[config.mk]
export PLATFORM = sky130hd
export DESIGN_NAME = periodic_event_scheduler
export DESIGN_NICKNAME = d
export VERILOG_FILES = /design/src/sv/pes_pkg.sv /design/src/sv/pes_slot_mem.sv /design/src/sv/pes_scan.sv /design/src/sv/periodic_event_scheduler.sv
export SDC_FILE = /design/constraint.sdc
export NUM_CORES = 2
export LEC_CHECK = 0
export ABC_AREA = 0
export BUFFER_PORTS_ARGS = -buffer_cell sky130_fd_sc_hd__buf_2
export CAP_MARGIN = 20
export CORE_ASPECT_RATIO = 1.1
export CORE_MARGIN = 2
export CORE_UTILIZATION = 40
export CTS_CLUSTER_DIAMETER = 30
export DETAILED_ROUTE_END_ITERATION = 8
export PLACE_DENSITY = 0.62
export SYNTH_ARGS = -nofsm -noshare
export SYNTH_HDL_FRONTEND = slang
export SYNTH_HIERARCHICAL = 1
export SYNTH_SLANG_ARGS = --single-unit
export TNS_END_PERCENT = 30
[constraint.sdc]
create_clock -name clk -period 6.67 [get_ports clk]
set_input_delay 0.3335 -clock clk [delete_from_list [all_inputs] [get_ports clk]]
set_output_delay 0.3335 -clock clk [all_outputs]
set_load 0.02 [all_outputs]
[src/sv/pes_pkg.sv]
// ---------------------------------------------------------------------------
// pes_pkg
// Types and constants shared by the periodic event scheduler modules.
// ---------------------------------------------------------------------------
package pes_pkg;

  localparam int MAX_JOBS_DEF = 64;

  localparam int ID_W   = 16;
  localparam int PER_W  = 16;
  localparam int TIME_W = 32;

  // Operation codes on in_op
  typedef enum logic {
    OP_REGISTER = 1'b0,
    OP_NEXT     = 1'b1
  } op_t;

  // Result status codes on out_status
  typedef enum logic [1:0] {
    ST_FIRED      = 2'd0,
    ST_REGISTERED = 2'd1,
    ST_FULL       = 2'd2,
    ST_EMPTY      = 2'd3
  } status_t;

  // One job slot as stored in the slot memory
  typedef struct packed {
    logic [ID_W-1:0]   id;
    logic [PER_W-1:0]  period;
    logic [TIME_W-1:0] next_time;
  } slot_t;

endpackage

[src/sv/pes_slot_mem.sv]
// ---------------------------------------------------------------------------
// pes_slot_mem
// Job slot memory: one write port, one read port with registered data.
// ---------------------------------------------------------------------------
module pes_slot_mem #(
  parameter int DEPTH = pes_pkg::MAX_JOBS_DEF,
  parameter int AW    = 6
) (
  input  logic                clk,
  input  logic                wr_en,
  input  logic [AW-1:0]       wr_addr,
  input  pes_pkg::slot_t      wr_data,
  input  logic                rd_en,
  input  logic [AW-1:0]       rd_addr,
  output pes_pkg::slot_t      rd_data
);

  pes_pkg::slot_t mem [DEPTH];
  pes_pkg::slot_t rd_data_r;

  // Write one slot
  always_ff @(posedge clk) begin
    if (wr_en) begin
      mem[wr_addr] <= wr_data;
    end
  end

  // Read one slot, data valid the next cycle
  always_ff @(posedge clk) begin
    if (rd_en) begin
      rd_data_r <= mem[rd_addr];
    end
  end

  assign rd_data = rd_data_r;

endmodule

[src/sv/pes_scan.sv]
// ---------------------------------------------------------------------------
// pes_scan
// Shared compare unit: keeps the earliest slot seen during a scan and
// forms its advanced firing time with saturation.
// ---------------------------------------------------------------------------
module pes_scan #(
  parameter int AW = 6
) (
  input  logic                         clk,
  input  logic                         clear,
  input  logic                         cand_vld,
  input  logic [AW-1:0]                cand_idx,
  input  pes_pkg::slot_t               cand,
  output logic [AW-1:0]                best_idx,
  output pes_pkg::slot_t               best,
  output logic [pes_pkg::TIME_W-1:0]   adv_time
);

  logic                        first_r;
  logic [AW-1:0]               best_idx_r;
  pes_pkg::slot_t              best_r;
  logic                        take;
  logic [pes_pkg::TIME_W:0]    sum;

  // Earlier time wins; equal time goes to the lesser id; full tie keeps the lower slot
  assign take = first_r
             || (cand.next_time < best_r.next_time)
             || ((cand.next_time == best_r.next_time) && (cand.id < best_r.id));

  // Hold the running best
  always_ff @(posedge clk) begin
    if (clear) begin
      first_r <= 1'b1;
    end else if (cand_vld) begin
      first_r <= 1'b0;
      if (take) begin
        best_r     <= cand;
        best_idx_r <= cand_idx;
      end
    end
  end

  // Advance by the period, saturate on overflow
  assign sum      = {1'b0, best_r.next_time} + (pes_pkg::TIME_W + 1)'(best_r.period);
  assign adv_time = sum[pes_pkg::TIME_W] ? '1 : sum[pes_pkg::TIME_W-1:0];

  assign best_idx = best_idx_r;
  assign best     = best_r;

endmodule

[src/sv/periodic_event_scheduler.sv]
// ---------------------------------------------------------------------------
// periodic_event_scheduler
// Table of periodic jobs; reports the next firing and reschedules it.
// ---------------------------------------------------------------------------
// Usage:
//   Input: drive in_op, in_job_id, in_period with start high; a transaction
//   is taken on a clock edge where start is high and busy is low.
//   Output: exactly one result per input transaction, shown on out_* for
//   one cycle with out_valid high. The receiver cannot stall.
// Timing:
//   Register, table-full and no-jobs results appear in the cycle after the
//   transaction and busy stays low, so these can run every cycle.
//   A fire-next transaction with N jobs stored scans all N slots. The
//   slot memory has one read port, so the scan reads one slot per cycle;
//   then the drain state empties the read pipe and the update state writes
//   back the advanced time. busy is high throughout and the result shows as busy falls.
// Reset:
//   rst_n low empties the table (fill count to zero) and idles the
//   sequencer. Slots fill in order and are never freed, so the fill count
//   alone marks which memory entries hold jobs; no clearing pass runs.
// ---------------------------------------------------------------------------
module periodic_event_scheduler #(
  parameter int MAX_JOBS = pes_pkg::MAX_JOBS_DEF
) (
  input  logic                          clk,
  input  logic                          rst_n,
  input  logic                          start,
  output logic                          busy,
  input  logic                          in_op,
  input  logic [pes_pkg::ID_W-1:0]      in_job_id,
  input  logic [pes_pkg::PER_W-1:0]     in_period,
  output logic                          out_valid,
  output logic [pes_pkg::ID_W-1:0]      out_fired_id,
  output logic [pes_pkg::TIME_W-1:0]    out_fire_time,
  output logic [1:0]                    out_status
);

  localparam int AW = (MAX_JOBS > 1) ? $clog2(MAX_JOBS) : 1;
  localparam int CW = $clog2(MAX_JOBS + 1);

  typedef enum logic [1:0] {
    S_IDLE,
    S_SCAN,
    S_DRAIN,
    S_UPDATE
  } state_t;

  state_t                        state_r, state_nxt;
  logic [CW-1:0]                 count_r, count_nxt;
  logic [AW-1:0]                 rd_addr_r, rd_addr_nxt;
  logic                          pend_r, pend_nxt;
  logic [AW-1:0]                 pend_idx_r, pend_idx_nxt;
  logic                          out_valid_r, out_valid_nxt;
  logic [pes_pkg::ID_W-1:0]      out_id_r, out_id_nxt;
  logic [pes_pkg::TIME_W-1:0]    out_time_r, out_time_nxt;
  pes_pkg::status_t              out_status_r, out_status_nxt;

  logic                          accept;
  logic                          full;
  logic [CW-1:0]                 count_m1;
  logic [AW-1:0]                 last_addr;
  logic                          scan_clear;

  logic                          wr_en;
  logic [AW-1:0]                 wr_addr;
  pes_pkg::slot_t                wr_data;
  logic                          rd_en;
  pes_pkg::slot_t                rd_data;

  logic [AW-1:0]                 best_idx;
  pes_pkg::slot_t                best;
  logic [pes_pkg::TIME_W-1:0]    adv_time;

  assign busy      = (state_r != S_IDLE);
  assign accept    = start && !busy;
  assign full      = (count_r == CW'(MAX_JOBS));
  assign count_m1  = count_r - CW'(1);
  assign last_addr = count_m1[AW-1:0];
  assign rd_en     = (state_r == S_SCAN);

  // Sequencer and result register next values
  always_comb begin
    state_nxt      = state_r;
    count_nxt      = count_r;
    rd_addr_nxt    = rd_addr_r;
    pend_nxt       = (state_r == S_SCAN);
    pend_idx_nxt   = rd_addr_r;
    out_valid_nxt  = 1'b0;
    out_id_nxt     = '0;
    out_time_nxt   = '0;
    out_status_nxt = pes_pkg::ST_FIRED;
    wr_en          = 1'b0;
    wr_addr        = count_r[AW-1:0];
    wr_data        = '{id: in_job_id, period: in_period,
                       next_time: pes_pkg::TIME_W'(in_period)};
    scan_clear     = 1'b0;

    unique case (state_r)
      S_IDLE: begin
        if (accept) begin
          if (in_op == pes_pkg::OP_REGISTER) begin
            out_valid_nxt = 1'b1;
            if (full) begin
              out_status_nxt = pes_pkg::ST_FULL;
            end else begin
              wr_en          = 1'b1;
              count_nxt      = count_r + CW'(1);
              out_status_nxt = pes_pkg::ST_REGISTERED;
            end
          end else if (count_r == '0) begin
            out_valid_nxt  = 1'b1;
            out_status_nxt = pes_pkg::ST_EMPTY;
          end else begin
            scan_clear  = 1'b1;
            rd_addr_nxt = '0;
            state_nxt   = S_SCAN;
          end
        end
      end
      S_SCAN: begin
        // Issue one slot read per cycle
        if (rd_addr_r == last_addr) begin
          state_nxt = S_DRAIN;
        end else begin
          rd_addr_nxt = rd_addr_r + AW'(1);
        end
      end
      S_DRAIN: begin
        state_nxt = S_UPDATE;
      end
      S_UPDATE: begin
        // Write back the advanced time and report the firing
        wr_en          = 1'b1;
        wr_addr        = best_idx;
        wr_data        = '{id: best.id, period: best.period, next_time: adv_time};
        out_valid_nxt  = 1'b1;
        out_id_nxt     = best.id;
        out_time_nxt   = best.next_time;
        out_status_nxt = pes_pkg::ST_FIRED;
        state_nxt      = S_IDLE;
      end
      default: begin
        state_nxt = S_IDLE;
      end
    endcase
  end

  // Hold state and registered outputs
  always_ff @(posedge clk) begin
    if (!rst_n) begin
      state_r     <= S_IDLE;
      count_r     <= '0;
      pend_r      <= 1'b0;
      out_valid_r <= 1'b0;
    end else begin
      state_r     <= state_nxt;
      count_r     <= count_nxt;
      pend_r      <= pend_nxt;
      out_valid_r <= out_valid_nxt;
    end
    rd_addr_r    <= rd_addr_nxt;
    pend_idx_r   <= pend_idx_nxt;
    out_id_r     <= out_id_nxt;
    out_time_r   <= out_time_nxt;
    out_status_r <= out_status_nxt;
  end

  pes_slot_mem #(
    .DEPTH (MAX_JOBS),
    .AW    (AW)
  ) u_mem (
    .clk     (clk),
    .wr_en   (wr_en),
    .wr_addr (wr_addr),
    .wr_data (wr_data),
    .rd_en   (rd_en),
    .rd_addr (rd_addr_r),
    .rd_data (rd_data)
  );

  pes_scan #(
    .AW (AW)
  ) u_scan (
    .clk      (clk),
    .clear    (scan_clear),
    .cand_vld (pend_r),
    .cand_idx (pend_idx_r),
    .cand     (rd_data),
    .best_idx (best_idx),
    .best     (best),
    .adv_time (adv_time)
  );

  assign out_valid     = out_valid_r;
  assign out_fired_id  = out_id_r;
  assign out_fire_time = out_time_r;
  assign out_status    = out_status_r;

endmodule

Yosys cells after proc, flatten, opt, wreduce, memory -nomap -nowiden
Memories as Yosys holds them, arrays and structs flattened. A register that Yosys moved wholly into a read port is not among the register bits.
Cells that the tools add are included.

storage, ports and cells
  register bits after elaboration = 144
  memory bits (writable) = 4096
  bits of input ports = 36
  output and inout port bits = 52
  logic and storage cells = 79
  memories kept = 1

memory list
  memory     words  width  rd ports  clocked after Yosys merged registers in  wr ports  RTL line            RTL
  u_mem.mem  64     64     1         1                                        1         pes_slot_mem.sv:18  pes_pkg::slot_t mem [DEPTH];

cells by class
  add/subtract/negate cells = 4
  order comparisons = 2
  equality and inequality tests = 11
  mux-type cells = 30
  bitwise operators = 3
  reduce and logical (&&, ||, !) cells = 14

operators with widths
  cell                 number
  $mux 64              1
  $add 32x16->33       1
  $eq 32x32->1         1
  $lt 32x32->1         1
  $mux 32              1
  $mux 6               5
  $lt 16x16->1         1
  $mux 2               7
  $mux 1               12
  $pmux 6 s2           1
  $ne 2x2->1 const B   4
  $pmux 2 s4           1
  $reduce_and 4->1     2
  $add 7x1->7 const B  1
  $eq 7x7->1 const B   1
  $logic_not 7->1      1
  $add 6x1->6 const B  1
  $eq 6x6->1           1
  $sub 6x1->6 const B  1
  $reduce_and 5->1     1
  $eq 2x2->1 const B   2
  $pmux 1 s2           2
  $reduce_bool 2->1    2
  $not 1->1            3
  other kinds (8)      10

Depth between registers and ports, before layout
  depth after elaboration = 7
  mapped depth = 11
  mapped depth without buffers = 10

By module
The synthesis kept the hierarchy.

by module, submodules not included
  module                    times used  cells an instance  area each (um^2)  sequential area each (um^2)
  pes_slot_mem              1           6598               156989.3          124919.8
  pes_scan                  1           455                4737.0            2122.0
  periodic_event_scheduler  1           358                3256.9            1521.5

Worst setup path after synthesis
Ideal clock, no wire load.

  kind = reg2reg
  from = register count_r[0]
  to = memory u_mem/mem[49][0] in the netlist's numbering (enable)
  setup time = 564 ps
  arrival time = 6281 ps
  required time = 6106 ps
  setup slack = -175 ps
  stages on the path, launching flop included = 9
  buffers on the path = 0
  period minus slack after synthesis = 6845 ps
  path through = dfxtp_1 > inv_1 > ha_1 > nor2b_1 > a311oi_2 > nor2_1 > nor2_1 > nand4_1 > nor3_1

between the ends
  word-level cells in the longest chain between the ends = 7
  elaborated cells between the ends (all ways) = 8
  classes of those cells = 1 x eq/ne; 7 x mux

RTL lines
  item                          RTL line                         RTL
  start, declared               periodic_event_scheduler.sv:49   logic [CW-1:0] count_r, count_nxt;
  start signal, assigned        periodic_event_scheduler.sv:157  count_r <= count_nxt;
  $eq 7x7->1                    periodic_event_scheduler.sv:76   assign full = (count_r == CW'(MAX_JOBS));
  $mux 1                        periodic_event_scheduler.sv:103  if (full) begin
  $mux 1                        periodic_event_scheduler.sv:101  if (in_op == pes_pkg::OP_REGISTER) begin
  $mux 1                        periodic_event_scheduler.sv:100  if (accept) begin
  $pmux 1 s2                    periodic_event_scheduler.sv:98   unique case (state_r)
  via wr_en                     periodic_event_scheduler.sv:64   logic wr_en;
  $mux 1                        pes_slot_mem.sv:23               if (wr_en) begin
  $mux 1 (implied by the code)  pes_slot_mem.sv:24               mem[wr_addr] <= wr_data;
  end, declared                 pes_slot_mem.sv:18

The timed path passes the listed nets, and every way through them passes these cells.

==> results_dict.tcl <==
set metrics [dict create \
    status "finished, final reports clean" \
    p_per_area_mw_per_mm2 379 \
    hold_violations 0 \
    antenna_left 0 \
    grt_pass1_vias 84462 \
    layout-drive-gt1-share_pct 30.9 \
    cts_made_buffers 657 \
    p_sw_w 0.0193 \
    ys_seq_area_share_pct 77.9 \
    post-route-drc-count 0 \
    vias 83268 \
    maxCapViolCount 0 \
    synth_common_cells "edfxtp_1 (4236), mux4_2 (1024), buf_2 (178), nand2_1 (173), a22oi_1 (168)" \
    die_w_um 616 \
    grtUsageMet3_pct 3.92 \
    clock_latency_ns 1.09 \
    drtIter0Drc 10792 \
    fin_crit_ns 5.05 \
    wire_per_inst_um 32.6 \
    hold_ws_ns 0.115 \
    worstSetupStartpointType "register" \
    wirelength_um 463000 \
    grt_max_degree 112 \
    utilization_pct 48.1 \
    yosys.area_share.simple_pct 2.20 \
    yosys_most_used_dff "edfxtp_1" \
    synth_edf_count 4236 \
    grt_usage_pct 21.8 \
    slew_headroom_pct 18.5 \
    rsz0062_at_grt "no" \
    setup_viol 0 \
    final_nets 8180 \
    synth_area_per_cell_um2 22.3 \
    cts_setup_buffers 0 \
    yosysMostFrequentCell "edfxtp_1" \
    io_pins 88 \
    ys_top_cells_by_area "edfxtp_1 (77%), mux4_2 (14%), dfxtp_1 (0.83%)" \
    fin_crit_sh_pct 75.8 \
    dieHeight_um 678 \
    fin_cells 14188 \
    fin_tns_setup_ns 0 \
    p_leak_nw 64.7 \
    place_congestion 0.892 \
    grt_pass1_wl_um 648000 \
    cp_max_fo 40 \
    synth_seq_cells 4304 \
    path_clk_slew_ns 0.05 \
    hold_class "in -> reg" \
    core-area_mm2 0.411 \
    yosys.area_share.xor_xnor_pct 0.170 \
    critPathRequiredTime_ns 7.45 \
    die-area_mm2 0.418 \
    grt_use_met1_pct 28.0 \
    cp-end-kind "register" \
    synthCells 7411 \
    antenna_found_initial 32 \
    synth_fp_nets 7519 \
    grt_overflow 0 \
    dp_hpwl_um 262000 \
    finClkSkew_ns 0.0782 \
    rows 247 \
    stdcell_area_mm2 0.198 \
    peakVddDrop_v 0.000304 \
    nFillCells 33026 \
    arrival_ns 5.84 \
    yosysWarnings 6 \
    power.share.clock_pct 46.8 \
    cts_tree "done" \
    syn_area_mm2 0.165 \
    yosys.area.top_type "edfxtp_1" \
    p_int_w 0.0556 \
    seq_area_mm2 0.129 \
    met2_usage_pct 36.2 \
    synthMuxAreaShare_pct 15.0 \
    area_growth_pct 19.9 \
    cts_sinks 4304 \
    path_class "reg -> reg" \
    cts_htree_levels 6 \
    first_pass_iters 6 \
    clockRootBuffer "clkbuf_16" \
    busiest_layer "met2" \
    initial_core_util_pct 40.1 \
    port_buffers 87 \
    async_reset_ff_share_pct 0 \
    vias_per_cell 5.87 \
    slew_violations 0 \
    power_frac_comb_pct 12.7 \
    yosysTopAreaCellShare_pct 77.1 \
    synth_top_family_by_area "multiplexers" \
    placed_cell_area_mm2 0.174 \
    clock_path_buffers 4 \
    synth_fa_ha_area_share_pct 0.551 \
    worst_pin_slew_ns 1.22 \
    power_frac_seq_pct 40.5 \
    multi_input_area_mm2 0.0348 \
    synth_compound_area_share_pct 2.84 \
    synthDistinctLibCells 71 \
    swShare_pct 25.8 \
    max_freq_ghz 0.198 \
    dp_cells 12870 \
]
[worst paths after layout]
kind                            cells after the start                  to            from  slack (ns)
worst max-delay path                                9   u_mem/mem[10][27]  u_scan/best[4]        1.62
worst min-delay path                                2   u_mem/mem[13][54]    in_job_id[6]        0.11
worst max register to register                      9   u_mem/mem[10][27]  u_scan/best[4]        1.62
worst min register to register                      0  u_scan/best_idx[5]   pend_idx_r[5]        0.40
[per-layer routing]
layer  wire [um]  part of all wire, %
met4       22600                  4.9
met1      172000                   37
met2      228000                   49
met5          84                0.018
met3       39600                  8.6
[kinds of logic (layout without fill, tap and decap cells)]
family / after synthesis / after routing
flip-flops: 4304 / 4304
buffers and inverters: 476 / 1696
AO/OA/AOI/OAI: 626 / 626
other: 0 / 79
adder cells (fa/ha/maj): 72 / 72
AND/OR/NAND/NOR: 714 / 714
multiplexers: 1187 / 1187
XOR/XNOR: 32 / 32
[registers in the layout, indices dropped and copies added (netlist names)]
register	cells
count_r	7
out_fire_time	32
out_fired_id	16
out_status	2
out_valid	1
pend_idx_nxt	6
pend_idx_r	6
pend_r	1
state_r	2
u_mem/mem	4096
u_mem/rd_data	64
u_scan/best	64
u_scan/best_idx	6
u_scan/first_r	1
[layout make-up]
type	count	area share, %
clock inverter	518	3.23
inverter	79	0.150
antenna	79	0.0999
tap	5478	3.47
sequential	4304	65.0
clock buffer	700	8.44
multi-input combinational	2631	17.6
timing repair buffer	399	2.01
[cell usage in the layout, fill, tap and decap left out, types with 83 or more instances in the layout]
master / count
mux2i_1: 136
a22o_1: 88
clkbuf_16: 661
edfxtp_1: 4236
buf_4: 211
o22ai_1: 84
bufinv_16: 83
mux4_2: 1024
a22oi_1: 168
buf_2: 88
buf_12: 84
nand2_1: 169
[what timing repair did]
| action | in CTS | in global routing |
|---|---|---|
| hold endpoints to repair | 17 | 27 |
| resized for setup | 0 | 0 |
| hold buffers | 5 | 3 |
[through the flow]
| stage | setup slack, ns | power [W] |
|---|---|---|
| CTS | 1.77 | 0.0754 |
| floorplan | -0.158 | 0.0369 |
| detailed placement | 1.81 | 0.0404 |
| global route | 1.35 | 0.0770 |
| global placement | 1.77 | 0.0403 |
| finish | 1.62 | 0.0750 |
[critical path, cell delays in order (launching register included)]
cell	delay (ns)
edfxtp_1	0.42
ha_1	0.41
nand3_1	0.14
o211a_1	0.32
o2111ai_1	0.55
nand3_1	0.82
buf_4	0.49
o21ai_0	0.16
and2_1	0.84
buf_4	0.55
[power groups by stage]
stage               clock [W]  sequential, W  combinational [W]
finish                 0.0351         0.0303            0.00952
global route           0.0367         0.0303            0.00998
CTS                    0.0355         0.0303            0.00957
detailed placement          0         0.0309            0.00953
global placement            0         0.0309            0.00945
floorplan                   0         0.0307            0.00615
Power figures use the tool's default switching activity.
